<file path="config.mk">
export PLATFORM = sky130hd
export DESIGN_NAME = ntc_front_cell
export DESIGN_NICKNAME = d
export VERILOG_FILES = /design/src/hdl/ntc_pkg.sv /design/src/hdl/ntc_front_cell.sv
export SDC_FILE = /design/constraint.sdc
export NUM_CORES = 2
export LEC_CHECK = 0
export ABC_AREA = 1
export BUFFER_PORTS_ARGS = -buffer_cell sky130_fd_sc_hd__buf_4
export CAP_MARGIN = 20
export CORE_MARGIN = 2
export CORE_UTILIZATION = 35
export DETAILED_ROUTE_END_ITERATION = 8
export PLACE_DENSITY = 0.49
export SETUP_SLACK_MARGIN = 0.4
export SLEW_MARGIN = 10
export SYNTH_ARGS = -nofsm -noshare
export SYNTH_HDL_FRONTEND = slang
export SYNTH_SLANG_ARGS = --single-unit
</file>
<file path="constraint.sdc">
create_clock -name clk_i -period 0.8 [get_ports clk_i]
set_input_delay 0.12 -clock clk_i [delete_from_list [all_inputs] [get_ports clk_i]]
set_output_delay 0.12 -clock clk_i [all_outputs]
set_load 0.005 [all_outputs]
</file>
<file path="src/hdl/ntc_pkg.sv">
// Shared types, constants and helpers for the NTC thermistor linearizer.
// Used by the front cells, the reciprocal divider cells and the top level.
package ntc_pkg;

  localparam int ADC_BITS_DEF = 10;
  localparam int SERIES_W     = 20;
  localparam int FS_W         = 10;
  localparam int RES_W        = 24;
  localparam int KEL_W        = 19;
  localparam int CEL_W        = 20;
  localparam int CFG_IDX_W    = 4;
  localparam int FRAC_BITS    = 24;
  localparam int MANT_W       = 31;
  localparam int EXP_W        = 5;
  localparam int LOG_W        = 29;
  localparam int REM_K_W      = 60;
  localparam int Q_K_W        = 47;

  localparam logic [CFG_IDX_W-1:0] CFG_SERIES     = CFG_IDX_W'(0);
  localparam logic [CFG_IDX_W-1:0] CFG_FULL_SCALE = CFG_IDX_W'(1);

  typedef enum logic [1:0] {
    ST_OK   = 2'd0,
    ST_ZERO = 2'd1,
    ST_SAT  = 2'd2
  } status_e;

  localparam logic [SERIES_W-1:0]  SERIES_RESET  = 20'd10000;
  localparam logic [FS_W-1:0]      FS_RESET      = 10'd1023;
  localparam logic [16:0]          DIVIDER_SCALE = 17'd1024;
  localparam logic [31:0]          LN2_Q32       = 32'd2977044472;
  localparam logic [60:0]          LN_RND        = 61'h8000_0000;
  localparam logic signed [63:0]   COEF_A_Q24    = 64'sd11291480000 * 64'sd16777216;
  localparam logic signed [32:0]   COEF_B        = 33'sd2341250000;
  localparam logic signed [20:0]   COEF_C        = 21'sd876741;
  localparam logic [REM_K_W-1:0]   INV_NUM       = 60'd655360000000000000;
  localparam logic [KEL_W-1:0]     KELVIN_MAX    = 19'h7FFFF;
  localparam logic signed [CEL_W-1:0] ZERO_C_Q8  = 20'sd69926;
  localparam logic [RES_W-1:0]     RES_MAX       = 24'hFFFFFF;

  typedef struct packed {
    logic zero;
    logic sat;
    logic kz;
    logic rovf;
  } flags_t;

  typedef struct packed {
    logic [MANT_W-1:0]    ma;
    logic [MANT_W-1:0]    mb;
    logic [FRAC_BITS-1:0] fa;
    logic [FRAC_BITS-1:0] fb;
    logic [EXP_W-1:0]     ea;
    logic [EXP_W-1:0]     eb;
  } log_t;

  typedef struct packed {
    logic [FS_W-1:0]  dn;
    logic [RES_W-1:0] rq;
  } rdiv_t;

  typedef struct packed {
    logic [RES_W-1:0] res;
    status_e          status;
    logic             zero;
    logic             kzero;
    logic             kmax;
  } kside_t;

  // position of the leading one, zero for an input of zero
  function automatic logic [EXP_W-1:0] lead_one(input logic [MANT_W-1:0] x);
    logic [EXP_W-1:0] e;
    e = '0;
    for (int i = 1; i < MANT_W; i++) begin
      if (x[i]) e = EXP_W'(i);
    end
    return e;
  endfunction

endpackage

</file>
<file path="src/hdl/ntc_front_cell.sv">
// One front cell: a restoring step of the resistance divider and one squaring
// step of both log2 mantissas. Depends on ntc_pkg.
module ntc_front_cell #(
  parameter int N_W   = 31,
  parameter int SHIFT = 0
) (
  input  logic               clk_i,
  input  logic               rst_ni,
  input  logic               en_i,
  input  logic               vld_i,
  input  ntc_pkg::flags_t    flags_i,
  input  logic [N_W-1:0]     rem_i,
  input  ntc_pkg::rdiv_t     rdiv_i,
  input  ntc_pkg::log_t      log_i,
  output logic               vld_o,
  output ntc_pkg::flags_t    flags_o,
  output logic [N_W-1:0]     rem_o,
  output ntc_pkg::rdiv_t     rdiv_o,
  output ntc_pkg::log_t      log_o
);

  localparam int CW = (N_W > ntc_pkg::FS_W + SHIFT) ? N_W : ntc_pkg::FS_W + SHIFT;

  logic [CW-1:0]  rem_x, cmp;
  logic           take;
  logic [61:0]    sqa, sqb;
  logic [31:0]    ta, tb;
  logic           vld_q;
  ntc_pkg::flags_t flags_q;
  logic [N_W-1:0] rem_d, rem_q;
  ntc_pkg::rdiv_t rdiv_d, rdiv_q;
  ntc_pkg::log_t  log_d, log_q;

  assign rem_x = CW'(rem_i);
  assign cmp   = CW'(rdiv_i.dn) << SHIFT;
  assign take  = rem_x >= cmp;
  assign rem_d = take ? N_W'(rem_x - cmp) : rem_i;

  assign sqa = 62'(log_i.ma) * 62'(log_i.ma);
  assign sqb = 62'(log_i.mb) * 62'(log_i.mb);
  assign ta  = sqa[61:30];
  assign tb  = sqb[61:30];

  always_comb begin
    rdiv_d    = rdiv_i;
    rdiv_d.rq = {rdiv_i.rq[ntc_pkg::RES_W-2:0], take};
    log_d     = log_i;
    log_d.ma  = ta[31] ? ta[31:1] : ta[30:0];
    log_d.mb  = tb[31] ? tb[31:1] : tb[30:0];
    log_d.fa  = {log_i.fa[ntc_pkg::FRAC_BITS-2:0], ta[31]};
    log_d.fb  = {log_i.fb[ntc_pkg::FRAC_BITS-2:0], tb[31]};
  end

  always_ff @(posedge clk_i or negedge rst_ni) begin
    if (!rst_ni) begin
      vld_q <= 1'b0;
    end else if (en_i) begin
      vld_q <= vld_i;
    end
  end

  always_ff @(posedge clk_i) begin
    if (en_i) begin
      flags_q <= flags_i;
      rem_q   <= rem_d;
      rdiv_q  <= rdiv_d;
      log_q   <= log_d;
    end
  end

  assign vld_o   = vld_q;
  assign flags_o = flags_q;
  assign rem_o   = rem_q;
  assign rdiv_o  = rdiv_q;
  assign log_o   = log_q;

endmodule

</file>
==> flow_metrics.env <==
export IMPL_outcome="complete, but fails checks"
export IMPL_violations="negative hold slack, negative setup slack"
export IMPL_syn_area_per_cell_um2=8.11
export IMPL_place_inst=11936
export IMPL_clock_fmax_ghz=0.162
export IMPL_first_pass_iters=5
export IMPL_dp_final_hpwl_mm=172
export IMPL_crit_top_cell="fa_1"
export IMPL_clk_latency_ns=0.52
export IMPL_synthArstFlopShare=0.00526
export IMPL_min_path_type="in2reg"
export IMPL_clk_pin_slew_ns=0.08
export IMPL_grt_overflow=0
export IMPL_wire_per_inst_um=16.2
export IMPL_ys_ff_latch=190
export IMPL_htree_num_levels=4
export IMPL_cts_hold_buf=1
export IMPL_grtUsageMet1=0.288
export IMPL_dominantRegCellSynth="edfxtp_1"
export IMPL_cts_tree="built"
export IMPL_crit_arrival_ns=6.47
export IMPL_max_stage_delay_ns=0.57
export IMPL_grt_max_degree=41
export IMPL_ant_nets=0
export IMPL_finalCritPeriodShare=7.72
export IMPL_area_growth_pct=31.6
export IMPL_yosys_area_share_simple=0.162
export IMPL_critPathSlowestCell="fa_1"
export IMPL_syn_inst=8170
export IMPL_fin_cells=12071
export IMPL_max_slew_margin_rel=0.697
export IMPL_drv_slew=0
export IMPL_clock_path_buffers=2
export IMPL_synth_top_area_cell="fa_1"
export IMPL_ios=383
export IMPL_synth_fa_ha_area_frac=0.554
export IMPL_synth_warnings=0
export IMPL_synthTopCellsByArea="fa_1 (45%), inv_1 (15%), nand2_1 (12%), ha_1 (10%), edfxtp_1 (8.6%)"
export IMPL_core_um2=188000
export IMPL_layout_drive_gt1_share=0.254
export IMPL_fin_area_um2=87300
export IMPL_synth_compound_area_share=0.0203
export IMPL_cap_violations=0
export IMPL_start_util=0.353
export IMPL_drc=0
export IMPL_dr_total_vias=53194
export IMPL_final_core_util=0.464
export IMPL_antenna_found_initial=0
export IMPL_syn_area_um2=66300
export IMPL_synth_seq_area_share=0.0860
export IMPL_synth_top_area_share=0.451
export IMPL_top_usage_layer="met2"
export IMPL_grt_met2_usage=0.363
export IMPL_clock_skew_ns=0
export IMPL_dieWidth_um=439
export IMPL_nets=11795
export IMPL_synth_top_family_by_area="adder cells"
export IMPL_grt_first_pass_wirelength_mm=318
export IMPL_hold_ws_ns=-0.239
export IMPL_drt_iter0_drc=2287
export IMPL_grt_util_all_layers=0.211
export IMPL_rsz0062_at_grt="yes"
export IMPL_synth_edf_count=189
export IMPL_synth_nets=10403
export IMPL_cts_root_buffer="clkbuf_16"
export IMPL_nFillCells=18557
export IMPL_setup_viol_count_final=286
export IMPL_die_height_um=439
export IMPL_vias_per_cell=4.41
export IMPL_placed_area_um2=80600
export IMPL_synth_most_common_cell="inv_1"
export IMPL_cp_max_fo=8
export IMPL_gp_congestion=0.900
export IMPL_ys_types=48
export IMPL_die_area_um2=193000
export IMPL_grt_pass1_vias=58773
export IMPL_cts_sinks=190
export IMPL_portBuffers=379
export IMPL_layout_setup_ws_ns=-5.38
export IMPL_critPathLaunchType="primary input"
export IMPL_fin_crit_ns=6.18
export IMPL_wl_mm=196
export IMPL_critPathKind="in2reg"
export IMPL_worst_slew_pin_slew_ns=0.451
export IMPL_synth_xor_area_frac=0.0100
export IMPL_finalHoldViolations=103
export IMPL_synthMuxAreaShare=0.000170
export IMPL_grt_use_met3=0.0247
export IMPL_rows=159
export IMPL_numCtsBuffers=17
export IMPL_cp_end_kind="flop"
export IMPL_worstPathRequired_ns=1.09
export IMPL_synthTopCellsByCount="inv_1 (2,713), nand2_1 (2,157), fa_1 (1,495), ha_1 (545), nor2_1 (262)"
layout make-up:
cell class	count	area (µm²)	share of cell area
timing repair buffer	1576	14300	0.164
sequential	190	5700	0.0653
inverter	2720	10300	0.118
clock inverter	15	179	0.00205
timing repair inverter	3	66.3	0.000760
antenna	1	2.50	0.0000287
tap	2495	3120	0.0358
multi-input combinational	5054	53200	0.610
clock buffer	17	425	0.00487
worst max-delay path: cells and delay by family:
kind | cells | cell delay (ns)
AND/OR/NAND/NOR | 11 | 1.03
buffers and inverters | 11 | 0.89
adder cells (fa/ha/maj) | 9 | 4.40
repair_timing:
item / in CTS / in global routing
endpoints found under the setup margin: 299 / 399
setup buffers: 64 / 14
pin swaps: 229 / 225
cloned: 21 / 2
hold endpoints to repair: 113 / 107
resized for setup: 797 / 424
placed cells by master, fill, tap and decap left out, types with 60 or more instances in the layout:
cell      instances
edfxtp_1        189
nand2_2         262
buf_4          1265
nand3_1         113
nor2_1          170
buf_6           177
nand2_1        1809
a21oi_1          73
ha_1            469
fa_1           1440
ha_4             74
nand2_4          91
nor2_2           60
inv_2            61
buf_12           70
inv_1          2650
registers in the layout, summed over array words and instances, names as in the netlist:
register,cells
log_o,120
rdiv_o,34
vld_o,1
flags_o,4
rem_o,31
per-stage QoR:
| step | setup WS, ns | setup TNS (ns) |
|---|---|---|
| final | -5.38 | -427.22 |
| after global routing | -5.51 | -449.95 |
| after CTS | -5.26 | -429.52 |
| after detailed placement | -6.14 | -454.79 |
| after global placement | -6.17 | -455.74 |
| after floorplan | -5.39 | -370.19 |
final timing paths:
| check | startpoint | endpoint | slack [ns] | cells past startpoint |
|---|---|---|---|---|
| hold reg to reg | vld_o | vld_o | 0.55 | 1 |
| min in group asynchronous | rst_ni | vld_o | -0.09 | 2 |
| setup reg to reg | vld_o | vld_o | 0.03 | 1 |
| hold / removal | log_i[0] | log_o[0] | -0.24 | 1 |
| setup / recovery | log_i[99] | log_o[101] | -5.38 | 31 |
| max in group asynchronous | rst_ni | vld_o | 0.81 | 2 |
per-layer routing:
metal | wire length, µm | up-vias
met2 | 96000 | 891
met1 | 88400 | 26366
li1 | - | 25812
met5 | 0 | -
met4 | 3600 | 0
met3 | 7860 | 125
cell families (layout without fill, tap and decap cells):
logic type / Yosys count / in the layout
XOR/XNOR: 76 / 76
adder cells (fa/ha/maj): 2040 / 2040
flip-flops: 190 / 190
multiplexers: 1 / 1
buffers and inverters: 2927 / 4331
AO/OA/AOI/OAI: 235 / 235
other: 0 / 1
AND/OR/NAND/NOR: 2701 / 2702
Power is left out: the tool's default activity adds up to more than one toggle a clock period on the data nets, which glitch-free logic cannot reach.
