[config.mk]
export PLATFORM = sky130hd
export DESIGN_NAME = ntc_kdiv_cell
export DESIGN_NICKNAME = d
export VERILOG_FILES = /design/src/hdl/ntc_pkg.sv /design/src/hdl/ntc_kdiv_cell.sv
export SDC_FILE = /design/constraint.sdc
export NUM_CORES = 1
export LEC_CHECK = 0
export ABC_AREA = 0
export BUFFER_PORTS_ARGS = -buffer_cell sky130_fd_sc_hd__buf_2
export CAP_MARGIN = 5
export CORE_ASPECT_RATIO = 0.8
export CORE_UTILIZATION = 50
export DETAILED_ROUTE_END_ITERATION = 10
export GPL_TIMING_DRIVEN = 0
export MAX_ROUTING_LAYER = met4
export PLACE_DENSITY = 0.81
export SYNTH_ARGS = -nofsm -noshare
export SYNTH_HDL_FRONTEND = slang
export SYNTH_SLANG_ARGS = --single-unit
export TNS_END_PERCENT = 50
[constraint.sdc]
create_clock -name clk_i -period 0.8 [get_ports clk_i]
set_input_delay 0.12 -clock clk_i [delete_from_list [all_inputs] [get_ports clk_i]]
set_output_delay 0.12 -clock clk_i [all_outputs]
set_load 0.01 [all_outputs]
[src/hdl/ntc_pkg.sv]
// Shared types, constants and helpers for the NTC thermistor linearizer.
// Used by the front cells, the reciprocal divider cells and the top level.
package ntc_pkg;

  localparam int ADC_BITS_DEF = 10;
  localparam int SERIES_W     = 20;
  localparam int FS_W         = 10;
  localparam int RES_W        = 24;
  localparam int KEL_W        = 19;
  localparam int CEL_W        = 20;
  localparam int CFG_IDX_W    = 4;
  localparam int FRAC_BITS    = 24;
  localparam int MANT_W       = 31;
  localparam int EXP_W        = 5;
  localparam int LOG_W        = 29;
  localparam int REM_K_W      = 60;
  localparam int Q_K_W        = 47;

  localparam logic [CFG_IDX_W-1:0] CFG_SERIES     = CFG_IDX_W'(0);
  localparam logic [CFG_IDX_W-1:0] CFG_FULL_SCALE = CFG_IDX_W'(1);

  typedef enum logic [1:0] {
    ST_OK   = 2'd0,
    ST_ZERO = 2'd1,
    ST_SAT  = 2'd2
  } status_e;

  localparam logic [SERIES_W-1:0]  SERIES_RESET  = 20'd10000;
  localparam logic [FS_W-1:0]      FS_RESET      = 10'd1023;
  localparam logic [16:0]          DIVIDER_SCALE = 17'd1024;
  localparam logic [31:0]          LN2_Q32       = 32'd2977044472;
  localparam logic [60:0]          LN_RND        = 61'h8000_0000;
  localparam logic signed [63:0]   COEF_A_Q24    = 64'sd11291480000 * 64'sd16777216;
  localparam logic signed [32:0]   COEF_B        = 33'sd2341250000;
  localparam logic signed [20:0]   COEF_C        = 21'sd876741;
  localparam logic [REM_K_W-1:0]   INV_NUM       = 60'd655360000000000000;
  localparam logic [KEL_W-1:0]     KELVIN_MAX    = 19'h7FFFF;
  localparam logic signed [CEL_W-1:0] ZERO_C_Q8  = 20'sd69926;
  localparam logic [RES_W-1:0]     RES_MAX       = 24'hFFFFFF;

  typedef struct packed {
    logic zero;
    logic sat;
    logic kz;
    logic rovf;
  } flags_t;

  typedef struct packed {
    logic [MANT_W-1:0]    ma;
    logic [MANT_W-1:0]    mb;
    logic [FRAC_BITS-1:0] fa;
    logic [FRAC_BITS-1:0] fb;
    logic [EXP_W-1:0]     ea;
    logic [EXP_W-1:0]     eb;
  } log_t;

  typedef struct packed {
    logic [FS_W-1:0]  dn;
    logic [RES_W-1:0] rq;
  } rdiv_t;

  typedef struct packed {
    logic [RES_W-1:0] res;
    status_e          status;
    logic             zero;
    logic             kzero;
    logic             kmax;
  } kside_t;

  // position of the leading one, zero for an input of zero
  function automatic logic [EXP_W-1:0] lead_one(input logic [MANT_W-1:0] x);
    logic [EXP_W-1:0] e;
    e = '0;
    for (int i = 1; i < MANT_W; i++) begin
      if (x[i]) e = EXP_W'(i);
    end
    return e;
  endfunction

endpackage

[src/hdl/ntc_kdiv_cell.sv]
// One restoring step of the reciprocal divider that forms kelvin_q8.
// Depends on ntc_pkg.
module ntc_kdiv_cell #(
  parameter int SHIFT = 0
) (
  input  logic                          clk_i,
  input  logic                          rst_ni,
  input  logic                          en_i,
  input  logic                          vld_i,
  input  ntc_pkg::kside_t               side_i,
  input  logic [ntc_pkg::REM_K_W-1:0]   rem_i,
  input  logic [ntc_pkg::Q_K_W-1:0]     q_i,
  input  logic [ntc_pkg::KEL_W-1:0]     kq_i,
  output logic                          vld_o,
  output ntc_pkg::kside_t               side_o,
  output logic [ntc_pkg::REM_K_W-1:0]   rem_o,
  output logic [ntc_pkg::Q_K_W-1:0]     q_o,
  output logic [ntc_pkg::KEL_W-1:0]     kq_o
);

  localparam int CW = ntc_pkg::Q_K_W + SHIFT + ntc_pkg::REM_K_W;

  logic [CW-1:0]                 rem_x, cmp;
  logic                          take;
  logic                          vld_q;
  ntc_pkg::kside_t               side_q;
  logic [ntc_pkg::REM_K_W-1:0]   rem_q;
  logic [ntc_pkg::Q_K_W-1:0]     q_q;
  logic [ntc_pkg::KEL_W-1:0]     kq_q;

  assign rem_x = CW'(rem_i);
  assign cmp   = CW'(q_i) << SHIFT;
  assign take  = rem_x >= cmp;

  always_ff @(posedge clk_i or negedge rst_ni) begin
    if (!rst_ni) begin
      vld_q <= 1'b0;
    end else if (en_i) begin
      vld_q <= vld_i;
    end
  end

  always_ff @(posedge clk_i) begin
    if (en_i) begin
      side_q <= side_i;
      rem_q  <= take ? ntc_pkg::REM_K_W'(rem_x - cmp) : rem_i;
      q_q    <= q_i;
      kq_q   <= {kq_i[ntc_pkg::KEL_W-2:0], take};
    end
  end

  assign vld_o  = vld_q;
  assign side_o = side_q;
  assign rem_o  = rem_q;
  assign q_o    = q_q;
  assign kq_o   = kq_q;

endmodule

==> results.txt, run 1 <==
The floorplan die area came out at about 18,000 sq um. STA classifies the critical path endpoint as a flop. The max-slew headroom at the worst pin came out at ~54%. The first global-routing pass estimated 47,400 microns of wire. The arrival time at the worst endpoint came out at about 3.0 ns. The final estimated routing congestion in global placement is roughly 0.9. After synthesis, flip-flops and latches occupy about 54% of the total area. The floorplan step set the die height to 120 microns. The delay of the slowest cell on the worst path came out at 0.37 ns.

The buffering stage count on the worst path with inverters included is 4. The net count after synthesis is about 1,000. After global routing the overflow that remains totals 0. The library cells used most frequently in the layout, excluding fill and tap cells, are sky130_fd_sc_hd__buf_2 (300), sky130_fd_sc_hd__edfxtp_1 (155), sky130_fd_sc_hd__dlygate4sd3_1 (103). The count of routing violations after the opening detailed-route iteration is 935. The number of distinct library cells after synthesis is between 60 and 70. The area growth from synthesis to layout is 60.5%. The combinational share of power came out at around 28%. The proportion of register bits with asynchronous set or reset after synthesis is less than 1%. The number of placed I/O pins is roughly 320. The number of failing hold endpoints at the final stage is 1. The cell count after synthesis came out at around 800. The post-detailed-placement half-perimeter wirelength is between 15,000 and 20,000 microns. The internal portion of total power is about 0.018 W. The post-layout net count came out at between 1,000 and 1,500. The library cell used most frequently in the layout, excluding fill and tap cells, is sky130_fd_sc_hd__buf_2. In this run the worst path has a maximum fanout of 10.

Static timing analysis puts the maximum clock frequency at 367 MHz. The effective utilization at floorplan came out at 51.8%. The type of the most critical hold path is in2reg. The maximum count of clock buffers along a single path is 2. The smallest hold slack came out at -0.00657 ns.

The number of pins with negative max-slew slack in the final report came out at 0. Clock-pin slew was measured on the worst setup and hold paths at 0.08 ns. The overall via count from detail_route came out at 9,275. The TritonCTS buffer count is 17. The post-synthesis area per instance is 10.8 sq um. Power spread over the standard cell area amounts to 1910 nW/um^2. The total number of clock tree sinks is ~160. The peak ir drop on the vdd network came out at between 1.5 and 2 mV. The number of flops mapped to enable cells by yosys is around 160.

The number of maximum-capacitance violations came out at 0. The time the worst path needs with I/O delays and setup came out at 2.73 ns. The switching power as a share of total power came out at 32.5%. In this run the cell area of the synthesized design comes to around 8600 sq um. Setup repair after global routing could not meet its margin everywhere. After floorplanning, the core was sized to cover ~17,000 sq um. In the final layout, the share of cells above drive strength 1 is approximately 46%.

The synthesis-stage register bit count came out at 156. The smallest setup slack after layout is -1.93 ns. The most critical setup path has its startpoint at q_i[0]. The width of the die came out at between 100 and 150 microns.

During synthesis, Yosys emitted a total of 0 warnings. The most numerous cell type found on the critical path is sky130_fd_sc_hd__a21oi_4. The critical register-to-register path startpoint is vld_o.

The total setup violations reported at the end of the flow came out at between 200 and 250. The number of nets with antenna violations after detailed routing came out at 0. The area of the multi-input gates came out at ~4600 sq um. The cell leakage power is 5.89 nW. CTS built an H-tree with a depth of 4. The share of power burned in registers is ~39%. In the post-synthesis netlist, the biggest area contributors are sky130_fd_sc_hd__edfxtp_1 (54%), sky130_fd_sc_hd__ha_1 (6.8%), sky130_fd_sc_hd__a21oi_1 (5.4%).

The total routed wirelength came out at ~37,000 microns. The final total negative setup slack is -152.60 ns. The detail-routed net length per standard cell is between 20 and 25 microns. At the worst endpoint, the required time is 1.04 ns. The worst setup path is launched from an input port. The area fraction of the dominant cell type after synthesis is 53.8%. Registers take roughly 4700 sq um. The maximum number of pins on one net before global-route repair is 85. The via count of the first global-routing pass came out at around 9,000. The total net switching power came out at 0.00859 W. The number of iterations in the first detailed-routing pass came out at 11. The total global routing track utilization is 36.3%. The run finished, with violations left. The post-layout total power is between 0.02 and 0.03 W.

Of all cell types, the one taking the most synthesized area is sky130_fd_sc_hd__edfxtp_1. The cell sitting at the root of the clock tree is a sky130_fd_sc_hd__clkbuf_16. The clock reaches the later pin of the worst-skew pair after ~0.44 ns. The worst-path cell with the longest stage delay is sky130_fd_sc_hd__a2111oi_4. The average via count per standard cell is a little over 6. In this run the tool buffered the top-level ports with 313 buffer cells. The setup path with the least slack is of type in2reg.

Among cell families on the critical path, the largest total delay comes from compound AO/OA/AOI/OAI gates. Of the total power, the clock network draws 33.0%. The measured slew at the worst slew-check pin came out at about 0.68 ns.

The initial antenna violation count is 1. Counting the fill cells in the layout gives 869. TritonCTS built the clock tree. In the synthesized netlist the dominant register cell turns out to be sky130_fd_sc_hd__edfxtp_1. The startpoint identified for the worst hold timing path is rem_i[53]. The final critical path takes up 341% of the cycle. The checks that failed: DRC, hold timing, setup timing. The clock skew after layout is 0 ns. For this run, design rule violations remaining after detail routing come to 2. After floorplanning, the core was divided into 42 placement rows. The critical path goes through buf_6, ha_4, fa_2, nand2b_4, a21o_1, a21oi_4, a31o_4, a2111oi_4, o31ai_4, nor3_4, inv_4, buf_16, buf_12, a21oi_4.
==> final cells by class <==
cell class              count  share of cell area, %
diodes                      1                 0.0180
plain buffers              18                   1.45
clock buffers              17                   3.07
clock inverters            15                   1.39
inverters                  59                   1.74
multi-input cells         552                   33.0
flip-flops and latches    156                   33.7
well taps                 220                   1.98
repair buffers            479                   23.6
==> routing by layer <==
| layer | up-vias | wire [microns] | GRT usage, % |
|---|---|---|---|
| met5 | - | 0 | - |
| met4 | 0 | 2150 | 15.4 |
| met3 | 203 | 4050 | 7.64 |
| met2 | 739 | 17800 | 61.1 |
| met1 | 4438 | 13000 | 42.0 |
| li1 | 3895 | - | - |
==> stage by stage <==
step           area, sq um  std cells  utilization, %  worst slack, ns
2_1_floorplan         8750        798               -            -1.92
3_3_place_gp         10600       1331            63.4            -2.84
3_5_place_dp         10600       1332            63.6            -2.76
4_1_cts              13000       1491            77.6            -1.76
5_1_grt              13900       1517            83.0            -1.91
6_report             13900       1517            83.0            -1.93
==> Yosys cell counts (all sizes together), types with 3 or more instances <==
cell type / count
a211oi: 6
edfxtp: 155
o21bai: 11
nand3: 15
nor2: 79
o21a: 8
nor3: 13
a2111oi: 4
mux2: 4
and2: 4
nand4: 17
a21o: 17
and3: 4
or3: 8
o31ai: 4
clkbuf: 16
o211ai: 3
xor2: 25
nand2: 59
a21oi: 94
inv: 59
nand2b: 8
nor4: 4
a31oi: 4
ha: 47
o21ai: 43
a21boi: 3
buf: 15
xnor2: 29
nor2b: 8
or2: 4
==> cell families after synthesis <==
kind of cell | count (synthesis) | share of synthesized area (%)
adder cells (fa/ha/maj) | 48 | 7.03
AO/OA/AOI/OAI | 215 | 15.6
flip-flops | 156 | 54.1
AND/OR/NAND/NOR | 231 | 12.9
multiplexers | 4 | 0.608
buffers and inverters | 90 | 4.30
XOR/XNOR | 54 | 5.47
==> worst paths after layout <==
| path | cells after the start | slack, ns | endpoint |
|---|---|---|---|
| min in group asynchronous | 3 | 0.52 | vld_o |
| worst min register to register | 1 | 0.54 | vld_o |
| max in group asynchronous | 3 | 0.17 | vld_o |
| worst min-delay path | 2 | -0.007 | rem_o[53] |
| worst max-delay path | 14 | -1.93 | rem_o[0] |
| worst max register to register | 1 | 0.03 | vld_o |
==> state kept, by name, summed over array words and instances (netlist names) <==
signal / cells
vld_o: 1
q_o: 47
rem_o: 60
side_o: 29
kq_o: 19
==> power by group through the flow <==
stage	registers, W	logic [W]	clock network, W
finish	0.0104	0.00736	0.00874
global route	0.0104	0.00772	0.00901
CTS	0.0103	0.00599	0.00852
detailed placement	0.0104	0.00509	0
global placement	0.0104	0.00497	0
floorplan	0.0109	0.00247	0
==> what timing repair did <==
action	4_1_cts	5_1_grt
gates resized for setup	113	179
buffers inserted	31	30
gates cloned	2	0
pin swaps	41	52
hold buffers	102	1
setup endpoints to repair	301	285
endpoints found under the hold margin	101	1
Note: power is estimated with default switching activity, not from simulation.
==> run 2: changes to the inputs <==
- CORE_UTILIZATION: 50 -> 52
- CTS_BUF_LIST: default -> sky130_fd_sc_hd__clkbuf_4
- PLACE_DENSITY: 0.81 -> 0.83
==> results.txt, run 2 (synthesis results as in run 1) <==
The critical register-to-register path startpoint is vld_o (unchanged). The total global routing track utilization was 44.5% (was 36.3%). The area of the core came out at 16,000 sq um (was 16,700 sq um). The average via count per standard cell is 6.52 (was 6.11). The number of maximum-capacitance violations came out at 0 (unchanged).

The clock transition time at the flip-flop clock pins of the worst setup and hold paths is 0.18 ns (was 0.08 ns). The arrival time at the worst endpoint is 3.44 ns (was 2.97 ns). Highest-count cells in the layout ignoring fill and taps: sky130_fd_sc_hd__buf_2 (302), sky130_fd_sc_hd__edfxtp_1 (155), sky130_fd_sc_hd__dlygate4sd3_1 (154) (was sky130_fd_sc_hd__buf_2 (300), sky130_fd_sc_hd__edfxtp_1 (155), sky130_fd_sc_hd__dlygate4sd3_1 (103)). The smallest hold slack came to -0.370 ns (was -0.00657 ns). The die boundary height is 117 microns (was 120 microns). The most common cell after layout, fill and taps aside is sky130_fd_sc_hd__buf_2 (unchanged). The area growth from synthesis to layout came out at 63.7% (was 60.5%). The initial antenna violation count is 3 (was 1). The global-route wire length before repair is 56,000 microns (was 47,400 microns). The hold path startpoint was q_i[0] (was rem_i[53]). The type of the most critical hold path is in2reg (unchanged).

The number of nets with antenna violations after detailed routing came out at 0 (unchanged). The final core utilization is 88.5% (was 83.0%). The total number of clock tree sinks came out at 156 (unchanged).

Violations in the final reports: DRC, hold timing, setup timing (unchanged). The number of levels the H-tree was split into was 4 (unchanged). The clock skew after layout came out at 0 ns (unchanged).

The max-slew headroom at the worst pin came to 55.4% (was 54.3%). The width of the die is 146 microns (was 149 microns). The final cycle utilization of the critical path came out at 374% (was 341%).

The start point of the critical path is rem_i[5] (was q_i[0]). The total placed cells including tap cells came out at 1,327 (was 1,332). The insertion delay to the later sink of the worst-skew pair came out at 0.64 ns (was 0.44 ns).

The effective utilization at floorplan is 54.0% (was 51.8%). The type of the setup path with the least slack is in2reg (unchanged). The overall via count from detail_route is 10,183 (was 9,275).

The measured slew at the worst slew-check pin was 0.666 ns (was 0.683 ns). The detail-routed net length per standard cell is 27.1 microns (was 24.4 microns). The count of routing violations after the opening detailed-route iteration is 1,504 (was 935).

The time the worst path needs with I/O delays and setup came out at 2.99 ns (was 2.73 ns). The post-layout net count came to 1,538 (was 1,490). The path depth of the worst reg2reg path came out at 1 (unchanged). The number of iterations in the first detailed-routing pass is 11 (unchanged). The critical register-to-register path endpoint is vld_o (unchanged). The total routed wirelength is 42,300 microns (was 37,000 microns). The remaining routing DRC violations is 14 (was 2). The biggest fanout along the worst timing path came out at 4 (was 10). The TritonCTS buffer count came out at 17 (unchanged). RSZ-0062 raised after global routing: true (unchanged).

The remaining global-route overflow came out at 0 (unchanged). The TritonCTS clock tree is yes (unchanged). The via count of the first global-routing pass is 9,705 (was 8,837). The kind of start point of the critical path is an input port (unchanged). The final cell count without fillers is 1,562 (was 1,517). The number of failing hold endpoints at the final stage is 69 (was 1). The smallest setup slack after layout is -2.19 ns (was -1.93 ns). The cell area power density is 1640 nW/um^2 (was 1910 nW/um^2).

The endpoint required time on the critical path is 1.25 ns (was 1.04 ns). The peak ir drop on the vdd network came out at 1.24 mV (was 1.57 mV). The maximum count of clock buffers along a single path was 2 (unchanged). The standard-cell row count came to 41 (was 42). The floorplan die area came out at 17,200 sq um (was 17,800 sq um). The flop-to-flop setup slack is 0.05 ns (was 0.03 ns). The CTS root buffer is sky130_fd_sc_hd__clkbuf_4 (was sky130_fd_sc_hd__clkbuf_16). The final estimated routing congestion in global placement is 0.871 (was 0.899). The number of pins with negative max-slew slack in the final report came out at 0 (unchanged).

The depth of the worst hold-timing path is 1 (was 2). The cell leakage power came out at 5.94 nW (was 5.89 nW). The total setup violations reported at the end of the flow is 217 (was 245). The number of flip-flops in the largest register is 60 (unchanged). The capturing element type of the critical path is a flop (unchanged). The number of placed I/O pins is 315 (unchanged). The maximum clock rate came out at 334 MHz (was 367 MHz). The maximum number of pins on one net before global-route repair is 90 (was 85). Run status: finished with violations (unchanged). The share of post-route cells with drive strength above 1 is 44.9% (was 45.8%).

The post-detailed-placement half-perimeter wirelength came to 18,600 microns (was 19,000 microns). The number of buffers added on ports is 313 (unchanged). The worst setup path endpoint is rem_o[50] (was rem_o[0]). The count of hold-fix buffers inserted at cts was 154 (was 102).
run 2: cell types whose count changed in the layout (fill, tap and decap cells not counted), moves of 13 or more:
cell                            previous run  this run
sky130_fd_sc_hd__buf_4                    53        39
sky130_fd_sc_hd__clkbuf_16                19         6
sky130_fd_sc_hd__clkbuf_4                  3        19
sky130_fd_sc_hd__dlygate4sd3_1           103       154
sky130_fd_sc_hd__nor2_1                   63        35
sky130_fd_sc_hd__nor2_4                    7        33
run 2: critical path, stage by stage:
cell and delay [ns]:
sky130_fd_sc_hd__buf_6 0.11, sky130_fd_sc_hd__ha_4 0.24, sky130_fd_sc_hd__a21o_1 0.33, sky130_fd_sc_hd__a211oi_2 0.48
sky130_fd_sc_hd__a21oi_2 0.14, sky130_fd_sc_hd__a31o_4 0.29, sky130_fd_sc_hd__a2111oi_4 0.39, sky130_fd_sc_hd__o31ai_4 0.15
sky130_fd_sc_hd__nor3_4 0.27, sky130_fd_sc_hd__buf_4 0.19, sky130_fd_sc_hd__buf_6 0.11, sky130_fd_sc_hd__buf_6 0.15
sky130_fd_sc_hd__a2111oi_4 0.06, sky130_fd_sc_hd__xor2_1 0.39
run 2: per-stage QoR:
stage	hold slack [ns]	setup slack [ns]	TNS [ns]	cell area (sq um)	total power, W
final	-0.370	-2.19	-207.60	14200	0.0232
after global routing	-0.376	-2.23	-214.40	14200	0.0237
after CTS	-0.308	-1.57	-164.27	13500	0.0212
after detailed placement	-0.103	-2.73	-224.25	10600	0.0155
after global placement	-0.105	-2.78	-492.35	10600	0.0154
after floorplan	-0.176	-1.92	-111.25	8750	0.0134
run 2: per-layer routing:
layer / wire length [microns] / global-route usage, %
met5: 0 / -
met4: 4090 / 24.5
met3: 6340 / 13.4
met2: 18800 / 71.6
met1: 13000 / 49.6
run 2: final cells by class:
cell class,instances,area (sq um)
Clock inverter,15,149
Timing Repair Buffer,525,3810
Clock buffer,17,128
Multi-Input combinational cell,552,4610
Antenna cell,3,7.51
Fill cell,707,1840
Tap cell,215,269
Inverter,59,241
Sequential cell,156,4680
Buffer,20,264
run 2: worst min-delay path by stage:
stage / end
after detailed placement: vld_o
after floorplan: vld_o
after global placement: vld_o
after global routing: q_o[0]
final: q_o[0]
after CTS: q_o[0]
run 2: what timing repair did:
| item | in CTS | in global routing |
|---|---|---|
| hold endpoints to repair | 156 | 69 |
| gates resized for setup | 185 | 128 |
| endpoints found under the setup margin | 217 | 291 |
| setup buffers | 29 | 25 |
| gates cloned | 7 | 1 |
| pin swaps | 40 | 19 |
run 2: where the power goes:
| group | internal, W | switching [W] | total [W] | leakage [nW] |
|---|---|---|---|---|
| registers | 0.0101 | 0.000362 | 0.0104 | 1.53 |
| logic | 0.00327 | 0.00432 | 0.00759 | 4.27 |
| clock network | 0.00140 | 0.00383 | 0.00523 | 0.145 |
| total | 0.0147 | 0.00851 | 0.0232 | 5.94 |
